==> config.mk <==
export PLATFORM = sky130hd
export DESIGN_NAME = privilege_change_rule_matcher_flat
export DESIGN_NICKNAME = d
export VERILOG_FILES = /design/src/hw/rtl/pcrm_pkg.sv /design/src/hw/rtl/pcrm_in_if.sv /design/src/hw/rtl/pcrm_out_if.sv /design/src/hw/rtl/pcrm_cell.sv /design/src/hw/rtl/privilege_change_rule_matcher.sv /design/src/flat_wrapper.sv
export SDC_FILE = /design/constraint.sdc
export NUM_CORES = 2
export LEC_CHECK = 0
export BUFFER_PORTS_ARGS = -buffer_cell sky130_fd_sc_hd__buf_2
export CAP_MARGIN = 20
export CORE_MARGIN = 2
export CORE_UTILIZATION = 53
export DETAILED_ROUTE_END_ITERATION = 6
export PLACE_DENSITY = 0.69
export SYNTH_ARGS = -nofsm -noshare
export SYNTH_HDL_FRONTEND = slang
export SYNTH_HIERARCHICAL = 1
export SYNTH_SLANG_ARGS = --single-unit
==> constraint.sdc <==
create_clock -name clk -period 23.4 [get_ports clk]
set_input_delay 5.85 -clock clk [delete_from_list [all_inputs] [get_ports clk]]
set_output_delay 5.85 -clock clk [all_outputs]
set_load 0.03 [all_outputs]
==> src/hw/rtl/pcrm_pkg.sv <==
`default_nettype none
// ----------------------------------------------------------------------------
// pcrm_pkg
// Types, codes and the per-entry match function of the privilege change
// rule matcher.
// ----------------------------------------------------------------------------
package pcrm_pkg;

  localparam int SLOT_W  = 4;
  localparam int COUNT_W = 5;
  localparam int OP_W    = 4;
  localparam int KIND_W  = 2;
  localparam int ID_W    = 32;
  localparam int SEL_W   = 32;
  localparam int PRISON_W = 31;

  // operation codes
  localparam logic [OP_W-1:0] OP_ALL   = 4'd0;
  localparam logic [OP_W-1:0] OP_EXEC  = 4'd1;
  localparam logic [OP_W-1:0] OP_SETID = 4'd2;

  // prison selector codes
  localparam logic [SEL_W-1:0] SEL_SYSTEM      = 32'hFFFF_FFFF;
  localparam logic [SEL_W-1:0] RULE_ANY_PRISON = 32'h0000_0000;

  // identity kinds
  localparam logic [KIND_W-1:0] KIND_UID = 2'd1;
  localparam logic [KIND_W-1:0] KIND_GID = 2'd2;

  // request kinds
  localparam logic REQ_WRITE = 1'b0;
  localparam logic REQ_CHECK = 1'b1;

  // configuration register indexes
  localparam logic CFG_ENFORCE = 1'b0;
  localparam logic CFG_ACTIVE  = 1'b1;

  typedef struct packed {
    logic [SEL_W-1:0]  sel;
    logic [OP_W-1:0]   op;
    logic [ID_W-1:0]   ident;
    logic [KIND_W-1:0] kind;
  } rule_t;

  typedef struct packed {
    logic                en;
    logic [SLOT_W-1:0]   slot;
    rule_t               rule;
  } wr_t;

  typedef struct packed {
    logic [OP_W-1:0]     check_op;
    logic                in_prison;
    logic [PRISON_W-1:0] caller_prison;
    logic [ID_W-1:0]     real_uid;
    logic [ID_W-1:0]     real_gid;
  } req_t;

  // check transaction walking down the row of cells
  typedef struct packed {
    logic              valid;
    logic              hit;
    logic [SLOT_W-1:0] slot;
    req_t              req;
  } tok_t;

  function automatic logic rule_matches(rule_t r, req_t q);
    logic type_ok;
    logic prison_ok;
    logic id_ok;
    type_ok = (r.op == OP_ALL) ||
              ((q.check_op != OP_EXEC) && (r.op == OP_SETID)) ||
              (r.op == q.check_op);
    if (r.sel == SEL_SYSTEM) begin
      prison_ok = !q.in_prison;
    end else if (r.sel == RULE_ANY_PRISON) begin
      prison_ok = 1'b1;
    end else if (r.sel[SEL_W-1]) begin
      // other negative selectors never match
      prison_ok = 1'b0;
    end else begin
      prison_ok = q.in_prison && ({1'b0, q.caller_prison} == r.sel);
    end
    if (r.kind == KIND_UID) begin
      id_ok = (q.real_uid == r.ident);
    end else if (r.kind == KIND_GID) begin
      id_ok = (q.real_gid == r.ident);
    end else begin
      id_ok = 1'b1;
    end
    return type_ok && prison_ok && id_ok;
  endfunction

endpackage
`default_nettype wire

==> src/hw/rtl/pcrm_in_if.sv <==
`default_nettype none
// ----------------------------------------------------------------------------
// pcrm_in_if
// Request channel: rule writes and privilege checks.
// ----------------------------------------------------------------------------
interface pcrm_in_if;
  logic               valid;
  logic               ready;
  logic               req_type;
  logic [3:0]         rule_slot;
  logic signed [31:0] rule_prison_sel;
  logic [1:0]         rule_id_kind;
  logic [31:0]        rule_ident;
  logic [3:0]         rule_op;
  logic [3:0]         check_op;
  logic               is_superuser;
  logic               in_prison;
  logic [30:0]        caller_prison;
  logic [31:0]        real_uid;
  logic [31:0]        real_gid;

  modport source (
    output valid, req_type, rule_slot, rule_prison_sel, rule_id_kind, rule_ident,
           rule_op, check_op, is_superuser, in_prison, caller_prison, real_uid,
           real_gid,
    input  ready
  );

  modport sink (
    input  valid, req_type, rule_slot, rule_prison_sel, rule_id_kind, rule_ident,
           rule_op, check_op, is_superuser, in_prison, caller_prison, real_uid,
           real_gid,
    output ready
  );
endinterface
`default_nettype wire

==> src/hw/rtl/pcrm_out_if.sv <==
`default_nettype none
// ----------------------------------------------------------------------------
// pcrm_out_if
// Result channel: deny decision and lowest matching entry.
// ----------------------------------------------------------------------------
interface pcrm_out_if;
  logic       valid;
  logic       ready;
  logic       denied;
  logic       hit_valid;
  logic [3:0] hit_slot;

  modport source (
    output valid, denied, hit_valid, hit_slot,
    input  ready
  );

  modport sink (
    input  valid, denied, hit_valid, hit_slot,
    output ready
  );
endinterface
`default_nettype wire

==> src/hw/rtl/pcrm_cell.sv <==
`default_nettype none
// ----------------------------------------------------------------------------
// pcrm_cell
// One rule entry: stores its rule and tests the check transaction passing
// through, then registers it for the next cell.
// ----------------------------------------------------------------------------
module pcrm_cell
  import pcrm_pkg::*;
#(
  parameter int IDX = 0
) (
  input  wire                 clk,
  input  wire                 rst_n,
  input  wr_t                 wr,
  input  wire [COUNT_W-1:0]   active_rules,
  input  tok_t                tok_i,
  output tok_t                tok_o
);

  rule_t rule_r;
  tok_t  tok_r;
  tok_t  tok_nxt;
  logic  entry_on;

  // entries beyond the active count are skipped
  assign entry_on = (32'(active_rules) > 32'(IDX));

  always_ff @(posedge clk) begin
    if (wr.en && (32'(wr.slot) == 32'(IDX))) begin
      rule_r <= wr.rule;
    end
  end

  always_comb begin
    tok_nxt = tok_i;
    if (tok_i.valid && !tok_i.hit && entry_on && rule_matches(rule_r, tok_i.req)) begin
      tok_nxt.hit  = 1'b1;
      tok_nxt.slot = SLOT_W'(IDX);
    end
  end

  always_ff @(posedge clk) begin
    if (!rst_n) begin
      tok_r.valid <= 1'b0;
    end else begin
      tok_r <= tok_nxt;
    end
  end

  assign tok_o = tok_r;

endmodule
`default_nettype wire

==> src/hw/rtl/privilege_change_rule_matcher.sv <==
`default_nettype none
// ----------------------------------------------------------------------------
// privilege_change_rule_matcher
// Deny-rule table held in a row of cells; a check walks the row one entry
// per cycle and reports the lowest matching entry.
// ----------------------------------------------------------------------------
// path: a check that scans goes through every cell register of the row, then the
// holding stage and the output register; writes, superuser and disabled-policy
// checks skip the row and go straight to the holding stage
// flow: one transaction at a time, the next accepted once the previous result
// moves to the output register
// reset: synchronous active-low; clears control and configuration, rule
// entries hold nothing defined until written
module privilege_change_rule_matcher
  import pcrm_pkg::*;
#(
  parameter int MAX_RULES = 16
) (
  input  wire                clk,
  input  wire                rst_n,
  pcrm_in_if.sink            in_ch,
  pcrm_out_if.source         out_ch,
  input  wire                cfg_we,
  input  wire                cfg_index,
  input  wire [COUNT_W-1:0]  cfg_wdata
);

  logic               enforce_r;
  logic [COUNT_W-1:0] active_r;

  logic               busy_r, busy_nxt;
  logic               done_r, done_nxt;
  logic               done_hit_r, done_hit_nxt;
  logic [SLOT_W-1:0]  done_slot_r, done_slot_nxt;
  logic               out_valid_r, out_valid_nxt;
  logic               out_hit_r, out_hit_nxt;
  logic [SLOT_W-1:0]  out_slot_r, out_slot_nxt;

  logic               in_acc;
  logic               launch;
  logic               out_load;
  wr_t                wr;
  tok_t               inj;
  tok_t               chain [MAX_RULES+1];
  logic [MAX_RULES-1:0] chain_vld;
  tok_t               tail;

  // configuration
  always_ff @(posedge clk) begin
    if (!rst_n) begin
      enforce_r <= 1'b0;
      active_r  <= '0;
    end else if (cfg_we) begin
      unique case (cfg_index)
        CFG_ENFORCE: enforce_r <= cfg_wdata[0];
        CFG_ACTIVE:  active_r  <= cfg_wdata;
        default:     ;
      endcase
    end
  end

  assign in_ch.ready = !busy_r;
  assign in_acc      = in_ch.valid && in_ch.ready;
  assign launch      = in_acc && (in_ch.req_type == REQ_CHECK) && enforce_r &&
                       !in_ch.is_superuser;

  always_comb begin
    wr.en         = in_acc && (in_ch.req_type == REQ_WRITE);
    wr.slot       = in_ch.rule_slot;
    wr.rule.sel   = in_ch.rule_prison_sel;
    wr.rule.op    = in_ch.rule_op;
    wr.rule.ident = in_ch.rule_ident;
    wr.rule.kind  = in_ch.rule_id_kind;
  end

  always_comb begin
    inj.valid             = launch;
    inj.hit               = 1'b0;
    inj.slot              = '0;
    inj.req.check_op      = in_ch.check_op;
    inj.req.in_prison     = in_ch.in_prison;
    inj.req.caller_prison = in_ch.caller_prison;
    inj.req.real_uid      = in_ch.real_uid;
    inj.req.real_gid      = in_ch.real_gid;
  end

  assign chain[0] = inj;

  for (genvar k = 0; k < MAX_RULES; k++) begin : g_cell
    pcrm_cell #(
      .IDX (k)
    ) u_cell (
      .clk          (clk),
      .rst_n        (rst_n),
      .wr           (wr),
      .active_rules (active_r),
      .tok_i        (chain[k]),
      .tok_o        (chain[k+1])
    );
    assign chain_vld[k] = chain[k+1].valid;
  end

  assign tail = chain[MAX_RULES];

  // result holding stage ahead of the output register
  assign out_load = done_r && (!out_valid_r || out_ch.ready);

  always_comb begin
    busy_nxt      = busy_r;
    done_nxt      = done_r;
    done_hit_nxt  = done_hit_r;
    done_slot_nxt = done_slot_r;
    if (in_acc) begin
      busy_nxt = 1'b1;
    end else if (out_load) begin
      busy_nxt = 1'b0;
    end
    if (in_acc && !launch) begin
      // write or pass-through check: answer is all zeros
      done_nxt      = 1'b1;
      done_hit_nxt  = 1'b0;
      done_slot_nxt = '0;
    end else if (tail.valid) begin
      done_nxt      = 1'b1;
      done_hit_nxt  = tail.hit;
      done_slot_nxt = tail.slot;
    end else if (out_load) begin
      done_nxt = 1'b0;
    end
  end

  always_comb begin
    out_valid_nxt = out_valid_r;
    out_hit_nxt   = out_hit_r;
    out_slot_nxt  = out_slot_r;
    if (out_load) begin
      out_valid_nxt = 1'b1;
      out_hit_nxt   = done_hit_r;
      out_slot_nxt  = done_slot_r;
    end else if (out_ch.ready) begin
      out_valid_nxt = 1'b0;
    end
  end

  always_ff @(posedge clk) begin
    if (!rst_n) begin
      busy_r      <= 1'b0;
      done_r      <= 1'b0;
      out_valid_r <= 1'b0;
    end else begin
      busy_r      <= busy_nxt;
      done_r      <= done_nxt;
      out_valid_r <= out_valid_nxt;
    end
  end

  always_ff @(posedge clk) begin
    done_hit_r  <= done_hit_nxt;
    done_slot_r <= done_slot_nxt;
    out_hit_r   <= out_hit_nxt;
    out_slot_r  <= out_slot_nxt;
  end

  assign out_ch.valid     = out_valid_r;
  assign out_ch.denied    = out_hit_r;
  assign out_ch.hit_valid = out_hit_r;
  assign out_ch.hit_slot  = out_slot_r;

`ifndef ASSERT_OFF
  // at most one check transaction in the row
  a_one_in_flight: assert property (@(posedge clk) disable iff (!rst_n)
    $onehot0(chain_vld))
    else $error("more than one check in the cell row");

  // the row is empty whenever the block is idle
  a_idle_row_empty: assert property (@(posedge clk) disable iff (!rst_n)
    !busy_r |-> (chain_vld == '0))
    else $error("check in the cell row while idle");

  // a finished result and a walking check never coexist
  a_done_excl: assert property (@(posedge clk) disable iff (!rst_n)
    done_r |-> (chain_vld == '0) && busy_r)
    else $error("result pending while a check still walks");

  // a launched check comes out of the row after the full walk
  a_walk_len: assert property (@(posedge clk) disable iff (!rst_n)
    launch |-> ##(MAX_RULES) tail.valid)
    else $error("check did not leave the row on time");
`endif

endmodule
`default_nettype wire
==> src/flat_wrapper.sv <==
// flat-port wrapper written by rule: the top's interface ports become plain ports
module privilege_change_rule_matcher_flat import pcrm_pkg::*;
#(
  parameter int MAX_RULES = 16
)
  (clk, rst_n, cfg_we, cfg_index, cfg_wdata, in_ch_valid, in_ch_req_type, in_ch_rule_slot, in_ch_rule_prison_sel, in_ch_rule_id_kind, in_ch_rule_ident, in_ch_rule_op, in_ch_check_op, in_ch_is_superuser, in_ch_in_prison, in_ch_caller_prison, in_ch_real_uid, in_ch_real_gid, in_ch_ready, out_ch_valid, out_ch_denied, out_ch_hit_valid, out_ch_hit_slot, out_ch_ready);
  pcrm_in_if in_ch_i ();
  pcrm_out_if out_ch_i ();
  input  wire clk;
  input  wire rst_n;
  input  wire cfg_we;
  input  wire cfg_index;
  input  wire [COUNT_W-1:0] cfg_wdata;
  input wire logic [$bits(in_ch_i.valid)-1:0] in_ch_valid;
  input wire logic [$bits(in_ch_i.req_type)-1:0] in_ch_req_type;
  input wire logic [$bits(in_ch_i.rule_slot)-1:0] in_ch_rule_slot;
  input wire logic [$bits(in_ch_i.rule_prison_sel)-1:0] in_ch_rule_prison_sel;
  input wire logic [$bits(in_ch_i.rule_id_kind)-1:0] in_ch_rule_id_kind;
  input wire logic [$bits(in_ch_i.rule_ident)-1:0] in_ch_rule_ident;
  input wire logic [$bits(in_ch_i.rule_op)-1:0] in_ch_rule_op;
  input wire logic [$bits(in_ch_i.check_op)-1:0] in_ch_check_op;
  input wire logic [$bits(in_ch_i.is_superuser)-1:0] in_ch_is_superuser;
  input wire logic [$bits(in_ch_i.in_prison)-1:0] in_ch_in_prison;
  input wire logic [$bits(in_ch_i.caller_prison)-1:0] in_ch_caller_prison;
  input wire logic [$bits(in_ch_i.real_uid)-1:0] in_ch_real_uid;
  input wire logic [$bits(in_ch_i.real_gid)-1:0] in_ch_real_gid;
  output wire logic [$bits(in_ch_i.ready)-1:0] in_ch_ready;
  output wire logic [$bits(out_ch_i.valid)-1:0] out_ch_valid;
  output wire logic [$bits(out_ch_i.denied)-1:0] out_ch_denied;
  output wire logic [$bits(out_ch_i.hit_valid)-1:0] out_ch_hit_valid;
  output wire logic [$bits(out_ch_i.hit_slot)-1:0] out_ch_hit_slot;
  input wire logic [$bits(out_ch_i.ready)-1:0] out_ch_ready;
  assign in_ch_i.valid = in_ch_valid;
  assign in_ch_i.req_type = in_ch_req_type;
  assign in_ch_i.rule_slot = in_ch_rule_slot;
  assign in_ch_i.rule_prison_sel = in_ch_rule_prison_sel;
  assign in_ch_i.rule_id_kind = in_ch_rule_id_kind;
  assign in_ch_i.rule_ident = in_ch_rule_ident;
  assign in_ch_i.rule_op = in_ch_rule_op;
  assign in_ch_i.check_op = in_ch_check_op;
  assign in_ch_i.is_superuser = in_ch_is_superuser;
  assign in_ch_i.in_prison = in_ch_in_prison;
  assign in_ch_i.caller_prison = in_ch_caller_prison;
  assign in_ch_i.real_uid = in_ch_real_uid;
  assign in_ch_i.real_gid = in_ch_real_gid;
  assign in_ch_ready = in_ch_i.ready;
  assign out_ch_valid = out_ch_i.valid;
  assign out_ch_denied = out_ch_i.denied;
  assign out_ch_hit_valid = out_ch_i.hit_valid;
  assign out_ch_hit_slot = out_ch_i.hit_slot;
  assign out_ch_i.ready = out_ch_ready;
  privilege_change_rule_matcher #(.MAX_RULES(MAX_RULES)) u_core (.clk(clk), .rst_n(rst_n), .in_ch(in_ch_i), .out_ch(out_ch_i), .cfg_we(cfg_we), .cfg_index(cfg_index), .cfg_wdata(cfg_wdata));
endmodule
# Word level (Yosys, flattened, before mapping)
# Index checks and enable logic that the tools add are counted.
# word_totals
wordCells,700
reg_bits,2735
output_inout_bits,8
input_bits,187
# op_classes
muxes,87
n_bitwise,2
reduce_logical,240
n_eq_ne,159
n_lt_le_gt_ge,16
# op_table
operator,n
== test 32 bit,32
== test 31 x 32 -> 1 bit,16
== test 32 bit (second input constant),16
zero test 32 bit,16
logical AND 1 bit,134
2-to-1 mux 1 bit,86
== test 4 x 2 -> 1 bit (second input constant),18
zero test 4 bit,17
== test 4 bit,16
!= test 4 x 1 -> 1 bit (second input constant),16
> comparator 5 x 4 -> 1 bit (second input constant),8
zero test 1 bit,35
logical OR 1 bit,33
== test 2 x 1 -> 1 bit (second input constant),16
== test 2 bit (second input constant),16
== test 4 bit (second input constant),8
> comparator 5 x 3 -> 1 bit (second input constant),4
== test 4 x 3 -> 1 bit (second input constant),4
> comparator 5 x 1 -> 1 bit (second input constant),2
> comparator 5 x 2 -> 1 bit (second input constant),2
2-to-1 mux 5 bit,1
== test 4 x 1 -> 1 bit (second input constant),1
AND reduction 2 bit,2
nonzero test 2 bit,2
2 further kinds,3

# Logic depth before layout (Yosys ltp)
# depth
depth_word,9
depth_mapped,5
mapped_depth_nobuf,5

# Cells and area by module
# The synthesis kept the hierarchy.
# modules_own_cells
mod,cells_per_inst,n_inst,seq_area_each_um2,area_per_inst_um2
pcrm_cell (u_core.g_cell[2].u_cell ...),352,2,5275.1,6667.6
pcrm_cell (u_core.g_cell[1].u_cell ...),352,2,5275.1,6660.1
pcrm_cell (u_core.g_cell[8].u_cell),349,1,5275.1,6695.2
pcrm_cell (u_core.g_cell[9].u_cell),348,1,5275.1,6692.7
pcrm_cell (u_core.g_cell[4].u_cell),354,1,5275.1,6672.6
pcrm_cell (u_core.g_cell[10].u_cell),353,1,5275.1,6666.4
pcrm_cell (u_core.g_cell[12].u_cell),353,1,5275.1,6663.9
pcrm_cell (u_core.g_cell[6].u_cell),352,1,5275.1,6662.6
pcrm_cell (u_core.g_cell[13].u_cell),348,1,5275.1,6660.1
pcrm_cell (u_core.g_cell[11].u_cell),347,1,5275.1,6656.4
pcrm_cell (u_core.g_cell[14].u_cell),350,1,5275.1,6646.4
pcrm_cell (u_core.g_cell[0].u_cell),350,1,5275.1,6633.9
pcrm_cell (u_core.g_cell[7].u_cell),348,1,5275.1,6630.1
pcrm_cell (u_core.g_cell[15].u_cell),351,1,5275.1,6620.1
privilege_change_rule_matcher,65,1,430.4,710.7

# Least setup slack after synthesis
# No wires, ideal clock.
# synth_timing
path_kind,input port to flip-flop
startpoint,in in_ch_valid
endpoint,"reg u_core/g_cell[11].u_cell/rule_r[0] (netlist name), enable pin"
path_buffers,0
path_stages,4
slack_ps,11094
setup_ps,599
t_arrival_ps,11707
cell_sequence,nand2b_2 nor2_1 nand3_1 nor3b_1
# synth_lines
element,line,rtl
start: declaration,flat_wrapper.sv:14,input wire logic [$bits(in_ch_i.valid)-1:0] in_ch_valid;
end signal: assignment,pcrm_cell.sv:30,rule_r <= wr.rule;
end: declaration,pcrm_cell.sv:20,rule_t rule_r;

# Worst setup path in the final report
# layout_timing
startpoint,in rst_n
endpoint,"reg u_core.g_cell[14].u_cell.tok_r, in the netlist u_core/g_cell[14].u_cell/tok_o[82], enable pin"
# layout_lines
element,line,rtl
start: declaration,flat_wrapper.sv:10,input wire rst_n;
end signal: assignment,pcrm_cell.sv:46,tok_r <= tok_nxt;
end: declaration,pcrm_cell.sv:21,tok_t tok_r;
# No word-level cell between the ends.

==> out/qor.csv <==
metric;value;unit
start_kind;primary input;
grt_util_all_layers;22.3;%
n_fill_cell;13500;
yosysWarningCount;6;
dp_hpwl;166;mm
end_kind;register;
finalHoldViolCount;0;
die_y;448;um
crit_fanout;211;
finalCritPeriodShare;37.2;%
area_delta_synth_final;13.0;%
cts_tree;built;
rsz0062_at_grt;no;
path_cells;buf_12, buf_4, buf_12, buf_4, buf_16;
crit_family;buffers and inverters;
place_inst;8430;
layout_min_cycle_time;8700;ps
wl_per_cell;25.3;um
worst_pin_slew;1180;ps
synthCells;5576;
power.density;87.9;nW/um2
slowest_delay;840;ps
h-tree-depth;5;
ioPinCount;195;
slew_viol_final;0;
routed_wl;225;mm
cts_hold_buffers;0;
cap_viol_max_count;0;
grt_overflow;0;
final_core_util;60.3;%
setup_tns;0;ps
p_total;10.4;mW
clk_latency;910;ps
ctsResizeCount;0;
ir_worst_vdd;0.0000695;V
ant_nets;0;
portBuffers;194;
status;complete, no violations;
criticalPathCategory;in -> reg;
vias_per_cell;5.72;
num_rows;162;
nets;6281;
coreArea;195000;um2
gp_congestion;1.01;
hold_path.class;reg -> reg;
clockBufferDepth;4;
fin_skew;40.3;ps
clk_pin_slew;60;ps
crit_required;23930;ps
cts.sinks;2735;
syn_area_per_cell;18.7;um2
drt_iter0_drc;4723;
rrSetupSlack;20300;ps
antenna_found_initial;3;
fin_cells;8918;
most-common-layout-cells;edfxtp_1 (2705), xor2_1 (1289), nor4_1 (477), nand4_1 (301), xnor2_1 (295);
cts_buffers;285;
post_cts_buffers;0;
crit_buf_inv;5;
p_leak;38.7;nW
dr.pass1.iters;5;
grt_pass1_vias;51800;
grt_max_degree;212;
crit_arrival;9220;ps
clock.fmax;115;MHz
syn_area;104000;um2
final_common_cell;edfxtp_1;
root_buffer;clkbuf_16;
start_util;53.4;%
grt_pass1_wl;327;mm
vias;51000;
drc_errors;0;
crit_path_top_delay_cell;buf_12;
slew_headroom;21.6;%
finalSetupViolCount;0;
dieWidth;448;um
die_area;200000;um2
layout-drive-gt1-share;10.4;%
## routing by layer
| metal | track usage, % | wire length, um | vias up | part of all wire (%) |
|---|---|---|---|---|
| met1 | 29.8 | 95400 | 25300 | 42 |
| met5 | 0 | 0 | - | 0 |
| li1 | - | - | 23100 | - |
| met2 | 35.5 | 105000 | 2015 | 47 |
| met4 | 12.6 | 13800 | 0 | 6.1 |
| met3 | 2.90 | 11100 | 642 | 4.9 |
## through the flow
step	setup WS (ps)	hold WS (ps)	instance area [um2]
2_1_floorplan	11090	408	104000
3_3_place_gp	13840	416	109000
3_5_place_dp	13630	425	109000
4_1_cts	14560	439	118000
5_1_grt	14420	455	118000
6_report	14700	437	118000
## final timing paths
path	start	end	cells after the start
hold reg to reg	u_core/done_slot_r[1]$_SDFFE_PP0P_	u_core/out_ch.hit_slot[1]$_DFFE_PP_	0
hold / removal	u_core/done_slot_r[1]$_SDFFE_PP0P_	u_core/out_ch.hit_slot[1]$_DFFE_PP_	0
setup reg to reg	u_core/busy_r$_SDFFE_PN0P_	u_core/g_cell[0].u_cell/rule_r[31]$_DFFE_PP_	6
setup / recovery	rst_n	u_core/g_cell[14].u_cell/tok_o[82]$_DFFE_PP_	5
## layout make-up
cell class              count  area, um2  share of cell area [%]
clock inverters           131       1220                    1.04
multi-input cells        2813      22400                    19.0
clock buffers             351       7600                    6.45
inverters                  30        113                  0.0956
well taps                2624       3280                    2.79
diodes                      5       12.5                  0.0106
repair buffers            229       1320                    1.12
flip-flops and latches   2735      81800                    69.5
## flip-flops by register name (all words and copies together) (netlist names), 4 cells and up
| signal | count |
|---|---|
| u_core/g_cell.u_cell/rule_r | 1120 |
| u_core/done_slot_r | 4 |
| u_core/out_ch.hit_slot | 4 |
| u_core/g_cell.u_cell/tok_o | 1596 |
| u_core/active_r | 5 |
## power by group
part           internal [mW]  leakage (nW)  switching [mW]
Combinational          0.101          8.59           0.220
Clock                   2.55          4.29            1.75
Sequential              5.60          25.8           0.132
(Power assumes the default switching activity.)
